## config.mk

```make
export PLATFORM = sky130hd
export DESIGN_NAME = uvsg_cordic_cell
export DESIGN_NICKNAME = d
export VERILOG_FILES = /design/src/hw/rtl/uvsg_pkg.sv /design/src/hw/rtl/uvsg_cordic_cell.sv
export SDC_FILE = /design/constraint.sdc
export NUM_CORES = 1
export LEC_CHECK = 0
export ABC_AREA = 1
export BUFFER_PORTS_ARGS = -buffer_cell sky130_fd_sc_hd__buf_2
export CAP_MARGIN = 20
export CELL_PAD_IN_SITES_DETAIL_PLACEMENT = 0
export CELL_PAD_IN_SITES_GLOBAL_PLACEMENT = 1
export CORE_MARGIN = 2
export CORE_UTILIZATION = 41
export CTS_BUF_LIST = sky130_fd_sc_hd__clkbuf_4 sky130_fd_sc_hd__clkbuf_8
export CTS_CLUSTER_SIZE = 28
export DETAILED_ROUTE_END_ITERATION = 16
export PLACE_DENSITY_LB_ADDON = 0.12
export SYNTH_ARGS = -nofsm -noshare
export SYNTH_HDL_FRONTEND = slang
export SYNTH_SLANG_ARGS = --single-unit
```

## constraint.sdc

```tcl
create_clock -name clk -period 3.4 [get_ports clk]
set_input_delay 0.34 -clock clk [delete_from_list [all_inputs] [get_ports clk]]
set_output_delay 0.34 -clock clk [all_outputs]
set_load 0.02 [all_outputs]
```

## src/hw/rtl/uvsg_pkg.sv

```systemverilog
// ----------------------------------------------------------------------------
// uvsg_pkg: shared types and constants for the UV sphere vertex generator
// Stage payload types, the arctangent table and the divider bit step.
// ----------------------------------------------------------------------------
package uvsg_pkg;

  localparam int DIV_STEPS = 32;
  localparam int LAT_SKIP = 2;
  localparam int ROT_STEPS = 20;
  localparam logic signed [32:0] ROT_START = 33'sd652032874;

  localparam logic [1:0] REG_LAT_BANDS = 2'd0;
  localparam logic [1:0] REG_LON_BANDS = 2'd1;

  typedef struct packed {
    logic        err;
    logic [15:0] vn;
    logic [15:0] nrn;
    logic        upper;
    logic        lower;
  } side_t;

  typedef struct packed {
    logic [7:0]  lat_r;
    logic [30:0] lat_q;
    logic        lat_neg;
    logic [7:0]  lng_r;
    logic [31:0] lng_q;
  } div_t;

  typedef struct packed {
    logic signed [32:0] x;
    logic signed [32:0] y;
    logic signed [32:0] z;
    logic [1:0]         quad;
  } rot_t;

  typedef struct packed {
    rot_t lat;
    rot_t lng;
  } rot_pair_t;

  function automatic logic signed [32:0] atan_turns(input int k);
    logic signed [32:0] a;
    case (k)
      0: a = 33'sd536870912;
      1: a = 33'sd316933406;
      2: a = 33'sd167458907;
      3: a = 33'sd85004756;
      4: a = 33'sd42667331;
      5: a = 33'sd21354465;
      6: a = 33'sd10679838;
      7: a = 33'sd5340245;
      8: a = 33'sd2670163;
      9: a = 33'sd1335087;
      10: a = 33'sd667544;
      11: a = 33'sd333772;
      12: a = 33'sd166886;
      13: a = 33'sd83443;
      14: a = 33'sd41722;
      15: a = 33'sd20861;
      16: a = 33'sd10430;
      17: a = 33'sd5215;
      18: a = 33'sd2608;
      19: a = 33'sd1304;
      default: a = 33'sd0;
    endcase
    return a;
  endfunction

  // One restoring division step: returns {quotient bit, new remainder}.
  function automatic logic [8:0] div_bit(input logic [7:0] r, input logic [7:0] d);
    logic [8:0] r2;
    logic [8:0] diff;
    r2 = {r, 1'b0};
    diff = r2 - {1'b0, d};
    if (r2 >= {1'b0, d}) begin
      return {1'b1, diff[7:0]};
    end else begin
      return {1'b0, r2[7:0]};
    end
  endfunction

endpackage

```

## src/hw/rtl/uvsg_cordic_cell.sv

```systemverilog
// ----------------------------------------------------------------------------
// uvsg_cordic_cell: one CORDIC rotation step for both angles
// Rotates the latitude and longitude vectors by the step's arctangent.
// ----------------------------------------------------------------------------
module uvsg_cordic_cell #(
  parameter int K = 0
) (
  input  logic                clk,
  input  logic                rst,
  input  logic                in_valid,
  input  uvsg_pkg::side_t     in_side,
  input  uvsg_pkg::rot_pair_t in_rot,
  output logic                out_valid,
  output uvsg_pkg::side_t     out_side,
  output uvsg_pkg::rot_pair_t out_rot
);
  import uvsg_pkg::*;

  localparam logic signed [32:0] ATAN = atan_turns(K);

  function automatic rot_t rotate(input rot_t v);
    rot_t o;
    logic signed [32:0] dx;
    logic signed [32:0] dy;
    dx = v.y >>> K;
    dy = v.x >>> K;
    o = v;
    if (!v.z[32]) begin
      o.x = v.x - dx;
      o.y = v.y + dy;
      o.z = v.z - ATAN;
    end else begin
      o.x = v.x + dx;
      o.y = v.y - dy;
      o.z = v.z + ATAN;
    end
    return o;
  endfunction

  always_ff @(posedge clk) begin
    if (rst) begin
      out_valid <= 1'b0;
    end else begin
      out_valid <= in_valid;
    end
    out_side    <= in_side;
    out_rot.lat <= rotate(in_rot.lat);
    out_rot.lng <= rotate(in_rot.lng);
  end

endmodule

```

==> qor.yml, run 1 <==
clock_tree:
  postCtsSetupBuffers: 0
  cts_buffers: 43
  root_buffer: "clkbuf_8"
  clk_pin_slew_ns: 0.06
  cts_max_path_buffers: 3
  numClockSinks: 236
  cts_tree: "built"
  htree_levels: 2
placement:
  dp_hpwl_mm: 65.2
  post_dp_cell_area_um2: 23100
  pre_cts_ws_ns: 0.943
  gp_congestion: 0.962
  port_buffers: 477
sta:
  max_freq_mhz: 422
  setup_slack_ns: 1.03
  hold_violations: 0
  setup_viol: 0
  worst_slew_pin_slew_ns: 0.761
  relSlewSlack_pct: 49.2
  maxSlewViolCount: 0
  rsz0062_at_grt: "no"
  finalCritPeriodShare_pct: 69.7
  tns_ns: 0
  period_minus_slack_ns: 2.37
critical_path:
  start_kind: "input pin"
  crit_type: "input pin to flop"
  cp_common_cell: "nand2_1"
  worstPathArrival_ns: 2.88
  cp_max_fo: 4
  endpoint_kind: "flop"
  worstPathCellList: "dlygate4sd3_1, buf_2, inv_1, ha_1, fa_1, inv_1, nand2_1, nand2_1, nand2_1, nand2_1, nand2_1, nand2_1, nand2_1, nand2_1, nand2_1, nand3_1, nand2_1"
  crit_path_max_incr_delay_ns: 0.52
  crit_slowest_cell: "dlygate4sd3_1"
  worstPathRequired_ns: 3.90
routing:
  vias_per_cell: 4.78
  ant_nets: 0
  first_pass_iters: 6
  wl_per_cell_um: 16.7
  drt_iter0_markers: 1568
  wirelength_mm: 78.9
  num_vias: 22600
  drc: 0
status:
  status: "complete, no violations"
floorplan:
  io_pins: 478
  core_um2: 49000
  die_h_um: 227
  start_util_pct: 41.6
  fp.dieArea_um2: 51400
  fp.dieW_um: 227
  rows: 81
min_path:
  worstHoldPathType: "input pin to flop"
pwr:
  seqPwrFrac_pct: 32.5
  p_sw_mw: 4.14
  intPower_mw: 5.88
  leakage_nw: 15.0
  max-vdd-ir-drop_mv: 0.347
  swShare_pct: 41.3
  clkPwrFrac_pct: 28.0
  cellPowerDensity_nw_per_um2: 400
  combPwrFrac_pct: 39.4
synthesis:
  synthCells: 3473
  post_synth_num_cell_types: 38
  synth_warnings: 0
  syn_area_um2: 20300
  synth_fp_nets: 3917
  synth_seq_area_share_pct: 23.2
  yosys.area.top_type: "nand2_1"
  yosys-top-cells-area: "nand2_1 24%, dfxtp_1 23%, inv_1 13%"
  synth_top_area_share_pct: 23.8
  ys_ff_latch: 236
  syn_avg_cell_area_um2: 5.86
layout:
  diodes: 0
  multi_input_area_um2: 12500
  drive_gt1_share_pct: 15.2
  post-route-cell-area_um2: 25000
  area_growth_pct: 23.1
  nFillCells: 5286
  fin_nets: 4466
  seqCellArea_um2: 4720
global_routing:
  grt_pass1_vias: 21900
  grt_max_degree: 60
  antenna_found_initial: 3
  grt_pass1_wl_mm: 118
  grtUsageTotal_pct: 30.0
  overflow: 0
run:
  maxCapViolCount: 0
-- per-layer routing --
layer  track usage [%]  part of all wire (%)
met1              38.0                    44
met2              51.1                    47
met3              4.68                   5.8
met4              11.2                   3.6
met5                 0                     0
-- worst max-delay path: cells and delay by family --
family | cells | cell delay [ns]
simple gates | 11 | 1.06
buf+inv | 4 | 0.84
fa+ha+maj | 2 | 0.62
-- path summary, 6_finish.rpt --
check | end | from | slack, ns | cells past startpoint
worst min-delay path | out_rot[34]$_DFF_P_ | in_rot[33] | 0.06 | 3
worst max-delay path | out_rot[92]$_DFF_P_ | in_rot[68] | 1.03 | 17
-- flip-flops by register name, indices dropped and copies added (netlist names) --
signal     count
out_rot      200
out_side      35
out_valid      1
-- final cells by class --
cell class                      count  area share (%)
Clock buffer                       63            3.19
Clock inverter                     12           0.320
Inverter                          697            10.4
Multi-Input combinational cell   2452            49.8
Sequential cell                   236            18.9
Tap cell                          664            3.32
Timing Repair Buffer              592            14.1
-- cells in the mapped netlist, drive strengths merged --
| library cell | n |
|---|---|
| nor2 | 232 |
| fa | 8 |
| o31ai | 4 |
| buf | 71 |
| ha | 196 |
| nand2 | 1310 |
| o22ai | 8 |
| inv | 695 |
| xor2 | 50 |
| nand3b | 2 |
| nor3 | 19 |
| o21ai | 74 |
| a211oi | 2 |
| o21bai | 22 |
| nand4 | 31 |
| o21a | 8 |
| a21o | 4 |
| nand3 | 321 |
| nor4 | 2 |
| and3 | 3 |
| clkinv | 2 |
| clkbuf | 17 |
| dfxtp | 236 |
| a21oi | 148 |
| a31oi | 8 |
-- logic make-up after synthesis --
| group | synth area share (%) |
|---|---|
| flip-flops | 23.2 |
| adder cells (fa/ha/maj) | 12.8 |
| AO/OA/AOI/OAI | 7.47 |
| buffers and inverters | 15.5 |
| XOR/XNOR | 2.15 |
| AND/OR/NAND/NOR | 38.8 |
-- power by group through the flow --
stage | combinational, mW | sequential (mW) | clock (mW)
after floorplan | 2.04 | 3.73 | 0
after global placement | 3.82 | 3.31 | 0
after detailed placement | 3.81 | 3.31 | 0
after CTS | 3.92 | 3.26 | 2.90
after global routing | 4.35 | 3.29 | 3.02
final | 3.95 | 3.26 | 2.81
-- metrics by stage --
step           instances  hold slack [ns]  total power [mW]  util [%]
3_3_place_gp        4534            0.442              7.13      47.2
4_1_cts             4716           0.0236              10.1      51.2
3_5_place_dp        4534            0.444              7.12      47.2
5_1_grt             4716           0.0327              10.7      51.2
2_1_floorplan       3473            0.368              5.77         -
6_report            4716           0.0640              10.0      51.2
-- placed cells by master (no fill, tap or decap), types with 20 or more instances in the layout --
cell type / Yosys / final
inv_1: 689 / 689
dlygate4sd3_1: 0 / 107
ha_1: 196 / 196
xor2_1: 50 / 50
nand4_1: 31 / 31
o21bai_1: 22 / 22
nand3_1: 321 / 321
nor2_1: 219 / 219
dfxtp_1: 236 / 236
nand2_1: 1289 / 1289
a21oi_1: 146 / 146
o21ai_0: 71 / 71
buf_2: 36 / 477
clkbuf_8: 1 / 52
nand2_2: 20 / 20
-- timing repair --
item / 4_1_cts / 5_1_grt
hold buffers: 107 / 0
gates resized for setup: 0 / 0
endpoints found under the hold margin: 105 / 0
endpoints found under the setup margin: 0 / 0
Note: power is estimated with default switching activity, not from simulation.
==> run 2, diff against run 1 <==
CORE_UTILIZATION = 38   (was 41)
clock period = 2.4 ns   (was 3.4 ns; I/O delays follow)
==> run 2 against run 1 <==
Compared with the run above: critical path depth unchanged; wire length increased by 2.6%; sequential cell count unchanged; clock power increased by 53%; critical path type unchanged; largest power group unchanged.
==> qor.yml, run 2 (same netlist as run 1, synthesis figures left out) <==
status:
  status: "complete, no violations"
placement:
  port_buffers: 477  # unchanged
  dp_hpwl_mm: 67.8  # +4.0%
  gp_congestion: 0.976  # +1.4%
sta:
  maxSlewViolCount: 0  # unchanged
  relSlewSlack_pct: 49.2  # about the same
  setup_viol: 0  # unchanged
  max_freq_mhz: 441
  hold_violations: 0  # unchanged
  tns_ns: 0  # unchanged
  worst_slew_pin_slew_ns: 0.762  # +0.000743 ns
  finalCritPeriodShare_pct: 94.5
  period_minus_slack_ns: 2.27
  rsz0062_at_grt: "no"
clock_tree:
  numClockSinks: 236  # unchanged
  cts_tree: "built"
  root_buffer: "clkbuf_8"
  clk_pin_slew_ns: 0.06  # about the same
  cts_buffers: 44  # +2.3%
  cts_max_path_buffers: 3  # unchanged
  postCtsSetupBuffers: 0  # unchanged
  htree_levels: 2  # unchanged
layout:
  nFillCells: 5847  # +11%
  fin_nets: 4581  # +2.6%
  largestRegisters: "out_rot (200), out_side (35), out_valid (1)"
  final_cell_mix: "1289 x nand2_1, 689 x inv_1, 477 x buf_2"
  drive_gt1_share_pct: 17.4  # +2.2 points
  area_growth_pct: 27.9
  regMostFlops: "out_rot"
  largest_reg_flops: 200  # unchanged
  layout_commonest_cell: "nand2_1"
  diodes: 0  # unchanged
routing:
  num_vias: 22800  # +0.91%
  wl_per_cell_um: 16.7  # -0.37%
  drt_iter0_markers: 1347  # -14%
  ant_nets: 0  # unchanged
  first_pass_iters: 5  # -1
  vias_per_cell: 4.69  # -2.0%
  wirelength_mm: 81.0  # +2.6%
  drc: 0  # unchanged
min_path:
  hold_end: "out_rot[67]$_DFF_P_"
  worstHoldPathType: "input pin to flop"
  worstHoldStart: "in_rot[100]"
  min_path_cells: 5  # +2
floorplan:
  die_h_um: 235  # +3.8%
  start_util_pct: 38.6  # -3.0 points
  rows: 84  # +3.7%
  core_um2: 52800  # +7.8%
  io_pins: 478  # unchanged
  fp.dieW_um: 235  # +3.8%
  fp.dieArea_um2: 55400  # +7.8%
pwr:
  p_total_mw: 14.8  # +47%
  cellPowerDensity_nw_per_um2: 568  # +42%
  leakage_nw: 15.6  # +4.0%
  max-vdd-ir-drop_mv: 0.431  # +24%
global_routing:
  overflow: 0  # unchanged
  grt_pass1_wl_mm: 123  # +3.8%
  grt_pass1_vias: 22400  # +2.3%
  grtUsageTotal_pct: 28.6  # -1.4 points
  grt_max_degree: 60  # unchanged
  antenna_found_initial: 2  # -1
critical_path:
  cp_max_fo: 4  # unchanged
  crit_type: "input pin to flop"
  worstPathArrival_ns: 2.75  # -0.13 ns
  endpoint_kind: "flop"
  worstPathRequired_ns: 2.88  # -1.02 ns
  start_kind: "input pin"
run:
  maxCapViolCount: 0  # unchanged
[run 2: cell count changes in the layout (fill, tap and decap cells not counted), sizes merged]
cell	delta
buf	+110
dlygate4sd3	+4
clkbuf	+3
clkinvlp	-3
bufinv	+2
clkinv	-1
[run 2: metrics by stage]
| stage | setup slack [ns] | hold slack [ns] | util [%] | instances | instance area (um^2) |
|---|---|---|---|---|---|
| after floorplan | 0.665 | 0.268 | - | 3473 | 20300 |
| after global placement | 0.0548 | 0.342 | 45.4 | 4668 | 23900 |
| after detailed placement | 0.0784 | 0.344 | 45.4 | 4668 | 23900 |
| after CTS | 0.205 | 0.00799 | 49.3 | 4855 | 26000 |
| after global routing | 0.0253 | 0.0802 | 49.3 | 4855 | 26000 |
| final | 0.132 | 0.0442 | 49.3 | 4855 | 26000 |
[run 2: worst max-delay path, cell delays in order]
cell and delay, ns:
dlygate4sd3_1 0.52, buf_2 0.12, inv_1 0.04, ha_1 0.22, fa_1 0.43, inv_1 0.15
nand2_1 0.09, nand2_1 0.13, nand2_1 0.08, nand2_1 0.12, nand2_1 0.09, nand2_1 0.17
nand2_1 0.12, nand2_1 0.08, nand2_1 0.05, nand3_1 0.06, nand2_1 0.05
[run 2: worst max-delay path by stage]
stage / from / endpoint / cells past startpoint
floorplan: in_rot[35] / out_rot[67]$_DFF_P_ / 15
global placement: in_rot[169] / out_rot[201]$_DFF_P_ / 16
detailed placement: in_rot[169] / out_rot[193]$_DFF_P_ / 16
CTS: in_rot[169] / out_rot[193]$_DFF_P_ / 17
global route: in_rot[169] / out_rot[201]$_DFF_P_ / 17
finish: in_rot[169] / out_rot[201]$_DFF_P_ / 17
[run 2: area by class of cell]
class / count / area, um^2 / area share [%]
clock buffer: 66 / 840 / 3.23
clock inverter: 10 / 116 / 0.447
inverter: 697 / 2620 / 10.1
multi-input combinational: 2452 / 12500 / 47.9
sequential: 236 / 4720 / 18.2
tap: 688 / 861 / 3.31
timing repair buffer: 706 / 4380 / 16.9
[run 2: routing by layer]
metal | part of all wire, % | GRT usage, % | vias to the layer above
li1 | - | - | 11900
met1 | 44 | 35.6 | 10200
met2 | 47 | 49.2 | 589
met3 | 4.7 | 4.01 | 165
met4 | 4.5 | 12.5 | 2
met5 | 0.016 | 0 | -
[run 2: timing repair]
action	CTS	global route
hold buffers	111	0
endpoints found under the hold margin	110	0
gates resized for setup	0	0
[run 2: power by group]
part,switching [mW],total (mW),internal [mW],leakage (nW)
combinational,3.89,5.86,1.97,13.1
clock,1.85,4.30,2.46,0.510
sequential,0.185,4.61,4.43,1.99
