$ cat config.mk
export PLATFORM = sky130hd
export DESIGN_NAME = uvsg_div_cell
export DESIGN_NICKNAME = d
export VERILOG_FILES = /design/src/hw/rtl/uvsg_pkg.sv /design/src/hw/rtl/uvsg_div_cell.sv
export SDC_FILE = /design/constraint.sdc
export NUM_CORES = 1
export LEC_CHECK = 0
export ABC_CLOCK_PERIOD_IN_PS = 2300
export BUFFER_PORTS_ARGS = -buffer_cell sky130_fd_sc_hd__buf_2
export CAP_MARGIN = 20
export CORE_AREA = 2 2 98 100
export CTS_CLUSTER_SIZE = 10
export DETAILED_ROUTE_END_ITERATION = 16
export DIE_AREA = 0 0 100 102
export PLACE_DENSITY = 0.78
export REMOVE_ABC_BUFFERS = 1
export SETUP_SLACK_MARGIN = 0.4
export SLEW_MARGIN = 30
export SYNTH_ARGS = -nofsm -noshare
export SYNTH_HDL_FRONTEND = slang
export SYNTH_SLANG_ARGS = --single-unit
$ cat constraint.sdc
create_clock -name clk -period 2.3 [get_ports clk]
set_input_delay 0.345 -clock clk [delete_from_list [all_inputs] [get_ports clk]]
set_output_delay 0.345 -clock clk [all_outputs]
set_load 0.01 [all_outputs]
$ cat src/hw/rtl/uvsg_pkg.sv
// ----------------------------------------------------------------------------
// uvsg_pkg: shared types and constants for the UV sphere vertex generator
// Stage payload types, the arctangent table and the divider bit step.
// ----------------------------------------------------------------------------
package uvsg_pkg;

  localparam int DIV_STEPS = 32;
  localparam int LAT_SKIP = 2;
  localparam int ROT_STEPS = 20;
  localparam logic signed [32:0] ROT_START = 33'sd652032874;

  localparam logic [1:0] REG_LAT_BANDS = 2'd0;
  localparam logic [1:0] REG_LON_BANDS = 2'd1;

  typedef struct packed {
    logic        err;
    logic [15:0] vn;
    logic [15:0] nrn;
    logic        upper;
    logic        lower;
  } side_t;

  typedef struct packed {
    logic [7:0]  lat_r;
    logic [30:0] lat_q;
    logic        lat_neg;
    logic [7:0]  lng_r;
    logic [31:0] lng_q;
  } div_t;

  typedef struct packed {
    logic signed [32:0] x;
    logic signed [32:0] y;
    logic signed [32:0] z;
    logic [1:0]         quad;
  } rot_t;

  typedef struct packed {
    rot_t lat;
    rot_t lng;
  } rot_pair_t;

  function automatic logic signed [32:0] atan_turns(input int k);
    logic signed [32:0] a;
    case (k)
      0: a = 33'sd536870912;
      1: a = 33'sd316933406;
      2: a = 33'sd167458907;
      3: a = 33'sd85004756;
      4: a = 33'sd42667331;
      5: a = 33'sd21354465;
      6: a = 33'sd10679838;
      7: a = 33'sd5340245;
      8: a = 33'sd2670163;
      9: a = 33'sd1335087;
      10: a = 33'sd667544;
      11: a = 33'sd333772;
      12: a = 33'sd166886;
      13: a = 33'sd83443;
      14: a = 33'sd41722;
      15: a = 33'sd20861;
      16: a = 33'sd10430;
      17: a = 33'sd5215;
      18: a = 33'sd2608;
      19: a = 33'sd1304;
      default: a = 33'sd0;
    endcase
    return a;
  endfunction

  // One restoring division step: returns {quotient bit, new remainder}.
  function automatic logic [8:0] div_bit(input logic [7:0] r, input logic [7:0] d);
    logic [8:0] r2;
    logic [8:0] diff;
    r2 = {r, 1'b0};
    diff = r2 - {1'b0, d};
    if (r2 >= {1'b0, d}) begin
      return {1'b1, diff[7:0]};
    end else begin
      return {1'b0, r2[7:0]};
    end
  endfunction

endpackage

$ cat src/hw/rtl/uvsg_div_cell.sv
// ----------------------------------------------------------------------------
// uvsg_div_cell: one quotient bit of the latitude and longitude phase division
// Shifts a fraction bit into lng_q (and lat_q if LAT_ON); hands on the item.
// ----------------------------------------------------------------------------
module uvsg_div_cell #(
  parameter bit LAT_ON = 1'b1
) (
  input  logic          clk,
  input  logic          rst,
  input  logic          in_valid,
  input  uvsg_pkg::side_t in_side,
  input  uvsg_pkg::div_t  in_div,
  input  logic [7:0]    lat_bands,
  input  logic [7:0]    lon_bands,
  output logic          out_valid,
  output uvsg_pkg::side_t out_side,
  output uvsg_pkg::div_t  out_div
);
  import uvsg_pkg::*;

  logic [8:0] lat_step;
  logic [8:0] lng_step;
  div_t       div_next;

  always_comb begin
    lat_step = div_bit(in_div.lat_r, lat_bands);
    lng_step = div_bit(in_div.lng_r, lon_bands);
    div_next = in_div;
    if (LAT_ON) begin
      div_next.lat_r = lat_step[7:0];
      div_next.lat_q = {in_div.lat_q[29:0], lat_step[8]};
    end
    div_next.lng_r = lng_step[7:0];
    div_next.lng_q = {in_div.lng_q[30:0], lng_step[8]};
  end

  always_ff @(posedge clk) begin
    if (rst) begin
      out_valid <= 1'b0;
    end else begin
      out_valid <= in_valid;
    end
    out_side <= in_side;
    out_div  <= div_next;
  end

endmodule

==> results.txt, run 1 <==
- Placeable core region: 9110 µm²
- Fin util: 0.679
- Counting the buffers created by CTS gives 17.
- Number of enable flip-flop cells after synthesis: 0
- The synthesized netlist contains 38 unique library cells.
- For this run, the total global-route usage over all layers was measured as 0.235.
- The total overflow left after global routing is 0.
- Unrepaired setup endpoints after global routing: no
- In this run the static leakage power is 3.10 nW.
* TritonCTS clock tree: yes
* Data required time at the worst endpoint: 2.68 ns
- Endpoint kind of the worst setup timing path: flip-flop
- From left edge to right edge, the die measures 100 µm.
* DRT iter0 DRCs: 70
- Summed over all failing endpoints, the final setup total negative slack is 0 ns.
- Register area share after synthesis: 0.714
- The clock tree synthesis step divided the H-tree into 4 levels.
* Total placed instance area: 4640 µm²
* Number of vias per cell: 4.51
* Clk slew on worst S/H paths: 0.06 ns
- Static timing analysis puts the maximum clock frequency at 619 MHz.
- For this design, the sink count on the clock tree is 116.
- Final count of negative-setup-slack endpoints: 0
- At the pin with the least slew margin, the transition time is 0.391 ns.
- N_diodes: 0
- Initial standard-cell utilization of the core: 0.357
- Average routed wire per standard cell: 17.1 µm
* Total length of routed wires: 12.5 mm
- The synthesized design contains 116 register bits.
- The average instance in the mapped netlist occupies 13.2 µm².
- The number of global-route vias before repair was 3441.
* Number of violations of the max-capacitance limit: 0
- Synthesis produced a netlist whose cell count is 246.
- Headroom to the max-slew limit: 0.737
- STA classifies the critical path startpoint as an input port.
- Placed Cells incl. Taps: 605
* Dominant cells by area after synthesis: dfxtp_1 (71%), ha_1 (6.2%), inv_1 (2.4%)
* Critical path data arrival time: 1.99 ns
- PwrDens: 882 nW/µm²
* Status: complete, no violations
- In the final layout, the share of cells above drive strength 1 is 0.467.
- I/O pins: 250
- Initial antenna violation count: 0
- First-pass GRT wire length: 17.9 mm
- After detailed routing, the number of remaining DRC violations is 0.
- The final layout contains 763 nets.
- Final hold violation count: 0
* Class of the worst hold path: in -> reg
- Share of synthesized flip-flops with an asynchronous set or reset: 0
* Number of I/O port buffers: 247
* Leading area contributor after synthesis: dfxtp_1
- With fillers left out, the area of the finished cells amounts to 6190 µm².
- The tree is rooted in a clkbuf_8.
* Die boundary height: 102 µm
- Maximum number of pins on one net before global-route repair: 17
- Top_reg_cell synth: dfxtp_1
- In this run the remaining antenna-violating nets after routing total 0.
* Most used standard cell by instance count after synthesis: dfxtp_1
- The max-slew violation count came to 0.
- The pre-antenna-repair detailed-routing pass consisted of 4 iterations.
- Worst-path fanout max: 3
- At the end of routability-driven placement, the weighted congestion stood at 0.775.
- DP HPWL: 7.48 mm
* Post-Synthesis Cell Area: 3250 µm²
- The critical path is of the in -> reg type.
- After layout, the minimum clock period comes to 1.62 ns.
- Row cnt: 35
- Post-route fraction of the period consumed by the critical path: 0.703
* Number of post-CTS setup repair buffers: 0
* Area of the die: 10200 µm²
- Most frequent cells after synthesis: dfxtp_1 (116), inv_1 (21), ha_1 (16), a21oi_1 (11), nor2_1 (11)
- IR analysis of the VDD net gives a maximum drop of 0.453 mV.
- The finished layout holds 734 standard cells, fillers aside.
* Total number of vias: 3314
* Clock buffer depth: 2
- During synthesis, Yosys emitted a total of 0 warnings.
- The share of synthesized area in the top cell type comes to 0.714.
* Synthesis-to-finish area growth: 90.3%
-- worst max-delay path, stage by stage --
cell	delay (ns)
buf_2	0.09
inv_1	0.06
fa_1	0.48
nor2b_1	0.19
o31a_1	0.20
nor4_1	0.07
a311o_1	0.32
mux2_2	0.25
-- cell families (layout without fill, tap and decap cells) --
kind of cell / count (synthesis) / count (layout) / share of synthesized area
adder cells (fa/ha/maj): 18 / 18 / 0.0739
AND/OR/NAND/NOR: 37 / 37 / 0.0654
XOR/XNOR: 6 / 6 / 0.0162
AO/OA/AOI/OAI: 38 / 38 / 0.0762
flip-flops: 116 / 116 / 0.714
buffers and inverters: 23 / 400 / 0.0269
multiplexers: 8 / 8 / 0.0273
-- flip-flops by register name, summed over array words and instances (netlist names) --
name	cells
out_side	35
out_div	80
out_valid	1
-- worst paths after layout --
kind              slack, ns  depth (start not counted)                   to       start
setup / recovery       0.68                          8  out_div[38]$_DFF_P_  in_div[32]
hold / removal         0.10                          2  out_div[37]$_DFF_P_  in_div[36]
-- routing by layer --
metal,GRT usage,share of wire,routed length (µm),vias up
li1,-,-,-,1557
met1,0.234,0.37,4580,1562
met2,0.433,0.53,6610,161
met3,0.0691,0.065,820,34
met4,0.141,0.041,518,0
met5,0,0,0,-
-- what timing repair did --
item / in CTS / in global routing
hold buffers: 98 / 0
endpoints found under the hold margin: 98 / 0
resized for setup: 0 / 0
-- power breakdown --
group,total [mW],switching [mW],internal (mW)
Clock,2.51,0.964,1.55
Sequential,2.20,0.0430,2.16
Combinational,0.742,0.342,0.400
-- metrics by stage --
| step | hold WS, ns | setup WS, ns | total power, mW |
|---|---|---|---|
| detailed placement | 0.449 | 0.178 | 2.82 |
| global placement | 0.447 | 0.232 | 2.80 |
| global route | 0.0850 | 0.597 | 5.67 |
| floorplan | 0.373 | 0.406 | 2.51 |
| CTS | 0.0657 | 0.710 | 5.47 |
| finish | 0.102 | 0.684 | 5.46 |
-- area by class of cell --
class	count	area [µm²]
Clock buffer	17	414
Fill cell	650	2920
Multi-Input combinational cell	107	842
Inverter	22	82.6
Clock inverter	14	155
Sequential cell	116	2320
Tap cell	111	139
Timing Repair Buffer	347	2230
-- cells in the final DEF, fill, tap and decap left out, types with 5 or more instances in the layout --
| master | netlist | routed |
|---|---|---|
| a21oi_1 | 11 | 11 |
| and3_1 | 5 | 5 |
| buf_2 | 1 | 247 |
| clkbuf_16 | 0 | 16 |
| clkinvlp_4 | 0 | 5 |
| dfxtp_1 | 116 | 116 |
| dlygate4sd3_1 | 0 | 98 |
| ha_1 | 16 | 16 |
| inv_1 | 21 | 21 |
| mux2_2 | 7 | 7 |
| nor2_1 | 11 | 11 |
| nor2b_1 | 5 | 5 |
| o21a_1 | 5 | 5 |
| o21ai_0 | 8 | 8 |
No activity file was read; power rests on OpenSTA's default activity.
==> run 2, diff against run 1 <==
--- a/config.mk
+++ b/config.mk
@@ -5,13 +5,13 @@
 export SDC_FILE = /design/constraint.sdc
 export NUM_CORES = 1
 export LEC_CHECK = 0
-export ABC_CLOCK_PERIOD_IN_PS = 2300
+export ABC_CLOCK_PERIOD_IN_PS = 1350
 export BUFFER_PORTS_ARGS = -buffer_cell sky130_fd_sc_hd__buf_2
 export CAP_MARGIN = 20
-export CORE_AREA = 2 2 98 100
+export CORE_AREA = 2 2 90 113
 export CTS_CLUSTER_SIZE = 10
 export DETAILED_ROUTE_END_ITERATION = 16
-export DIE_AREA = 0 0 100 102
+export DIE_AREA = 0 0 92 115
 export PLACE_DENSITY = 0.78
 export REMOVE_ABC_BUFFERS = 1
 export SETUP_SLACK_MARGIN = 0.4
==> constraint.sdc (replaced) <==
create_clock -name clk -period 1.35 [get_ports clk]
set_input_delay 0.2025 -clock clk [delete_from_list [all_inputs] [get_ports clk]]
set_output_delay 0.2025 -clock clk [all_outputs]
set_load 0.01 [all_outputs]
==> results.txt, run 2 (synthesis gave the netlist of run 1 again) <==
* Status: finished, violations left
* Failing checks: setup timing
- For the final routed database, the setup TNS stands at -0.416 ns.
* Number of global-route vias before repair: 3817
- Final Instance Area: 7580 µm²
* Area of the die: 10600 µm²
* Met2 GRT Util: 0.470
- For this design the top-level I/O count stands at 250.
* Setup slack after layout: -0.0877 ns
* Launch instance of the worst min-delay path: in_div[34]
- Before CTS, the worst setup slack after placement is -0.567 ns.
- Iteration count of the initial detailed-routing pass: 4
- STA classifies the critical path endpoint as a flip-flop.
- In this run, placement finished with an instance count of 650.
- Average routed wire per standard cell: 18.8 µm
- Class of the worst hold path: in -> reg
- The floorplan has 40 rows.
* Placeable core region: 9510 µm²
* Die boundary height: 115 µm
* Reported leakage power: 3.55 nW
* Clk slew on worst S/H paths: 0.06 ns
* Maximum vdd ir drop: 1.12 mV
* Final hold violation count: 0
- The final layout contains routed wiring with a total length of 14.9 mm.
- FILL cells: 501
- Number of nets with antenna violations after detailed routing: 0
* TritonCTS clock tree: yes
- Total placed instance area: 4880 µm²
* Number of I/O port buffers: 247
- The clock tree synthesis step divided the H-tree into 4 levels.
- Across every metal layer, demand over resource in global routing totals 0.243.
- Clock tree synthesis selected as its root buffer the cell clkbuf_16.
- The finished layout holds 791 standard cells, fillers aside.
- Fin util: 0.797
* Post-route fraction of the period consumed by the critical path: 1.06
- Relative to the synthesized area, the layout overhead comes to 133%.
- Internal power comes to 7.67 mW.
- At the pin with the least slew margin, the transition time is 0.332 ns.
* TritonCTS buffer count: 17
- Clock tree synthesis found a total of 116 sinks.
* Switching Power: 2.54 mW
* First-pass GRT wire length: 19.2 mm
- Initial standard-cell utilization of the core: 0.342
- The max-slew violation count was 0.
- Total number of vias: 3573
- Entering global routing, the biggest net connects 17 pins.
* Leading registers by flop count: out_div x80, out_side x35, out_valid x1
- The worst setup path is of the in -> reg kind.
- For met3 alone, demand over resource in global routing was 0.0708.
* Smallest hold slack: 0.0343 ns
* Final worst path period need: 1.44 ns
- STA classifies the critical path startpoint as an input port.
- Static timing analysis puts the maximum clock frequency at 696 MHz.
- After detailed routing, the number of vias per cell comes to 4.52.
- Setup violations remaining at the end of the flow were counted as 6.
* Power consumption: 10.2 mW
- Reg with most FFs: out_div
* DP HPWL: 7.37 mm
* Unrepaired setup endpoints after global routing: yes
- For this run, design rule violations remaining after detail routing come to 0.
- Data required time at the worst endpoint: 1.65 ns
- PwrDens: 1350 nW/µm²
- STA puts the critical path data arrival time at 1.74 ns.
* Clock buffer depth: 2
- In this run the worst path has a maximum fanout of 3.
- Of the total power, registers draw 0.374.
- Clock share of power: 0.441
* Initial antenna violation count: 1
- Leaving out fill and tap cells, the most frequent cell in the layout is buf_2.
- Final RePlAce weighted congestion: 0.847
* Die span in x: 92 µm
* Combinational Power Share: 0.184
- The register with the most flip-flops in the layout has 80 of them.
- Busiest metal layer after global routing: met2
- The tool flagged a number of max-cap violations equal to 0.
- In the global route stage, met1 resource usage came out at 0.228.
* Overflow left after global routing: 0
- The worst pin sits at a relative slew slack of 0.779.
* Switching share of total power: 0.249
- The worst hold path was traced through 2 stages.
- Fraction of layout instances using a drive strength above 1: 0.696
- Leaving out fill and tap cells, the most frequent cells in the layout are buf_2 (166), dlygate4sd3_1 (98), buf_6 (84).
- After the first detailed-routing iteration, the DRC count stood at 97.
- The worst hold path terminates at out_div[35]$_DFF_P_.
- Number of nets in the layout: 803
-- run 2: what timing repair did --
action	CTS	global route
hold endpoints to repair	98	0
hold buffers	98	0
pin swaps	23	13
setup endpoints to repair	134	134
cloned	0	0
setup buffers	4	6
resized for setup	115	145
-- run 2: worst max-delay path by stage --
stage | startpoint | to | depth (start not counted)
floorplan | lat_bands[1] | out_div[75]$_DFF_P_ | 6
global placement | lon_bands[1] | out_div[34]$_DFF_P_ | 8
detailed placement | in_div[32] | out_div[38]$_DFF_P_ | 8
CTS | lon_bands[1] | out_div[38]$_DFF_P_ | 7
global route | in_div[32] | out_div[38]$_DFF_P_ | 8
finish | in_div[32] | out_div[38]$_DFF_P_ | 8
-- run 2: final cells by class --
class / count / area, µm² / area share
repair buffers: 387 / 3080 / 0.407
flip-flops and latches: 116 / 2410 / 0.319
multi-input cells: 107 / 1230 / 0.162
clock buffers: 19 / 453 / 0.0598
well taps: 126 / 158 / 0.0208
clock inverters: 13 / 145 / 0.0192
inverters: 22 / 97.6 / 0.0129
diodes: 1 / 2.50 / 0.000330
-- run 2: worst max-delay path, stage by stage --
cell     delay [ns]
buf_8          0.09
inv_6          0.03
fa_2           0.41
nor2b_2        0.15
o31a_1         0.22
nor4_2         0.07
a311o_1        0.29
mux2_4         0.27
-- run 2: metal layers --
metal / up-vias / routed length, µm / part of all wire
li1: 1636 / - / -
met1: 1700 / 4950 / 0.33
met2: 196 / 8490 / 0.57
met3: 41 / 910 / 0.061
met4: 0 / 534 / 0.036
met5: - / 0 / 0
-- run 2: power groups by stage --
| stage | Combinational, mW | Clock, mW | Sequential (mW) |
|---|---|---|---|
| after CTS | 1.56 | 4.54 | 3.76 |
| after global placement | 1.07 | 0 | 3.80 |
| after floorplan | 0.334 | 0 | 3.95 |
| after detailed placement | 1.09 | 0 | 3.81 |
| after global routing | 1.98 | 4.74 | 3.84 |
| final | 1.88 | 4.51 | 3.82 |
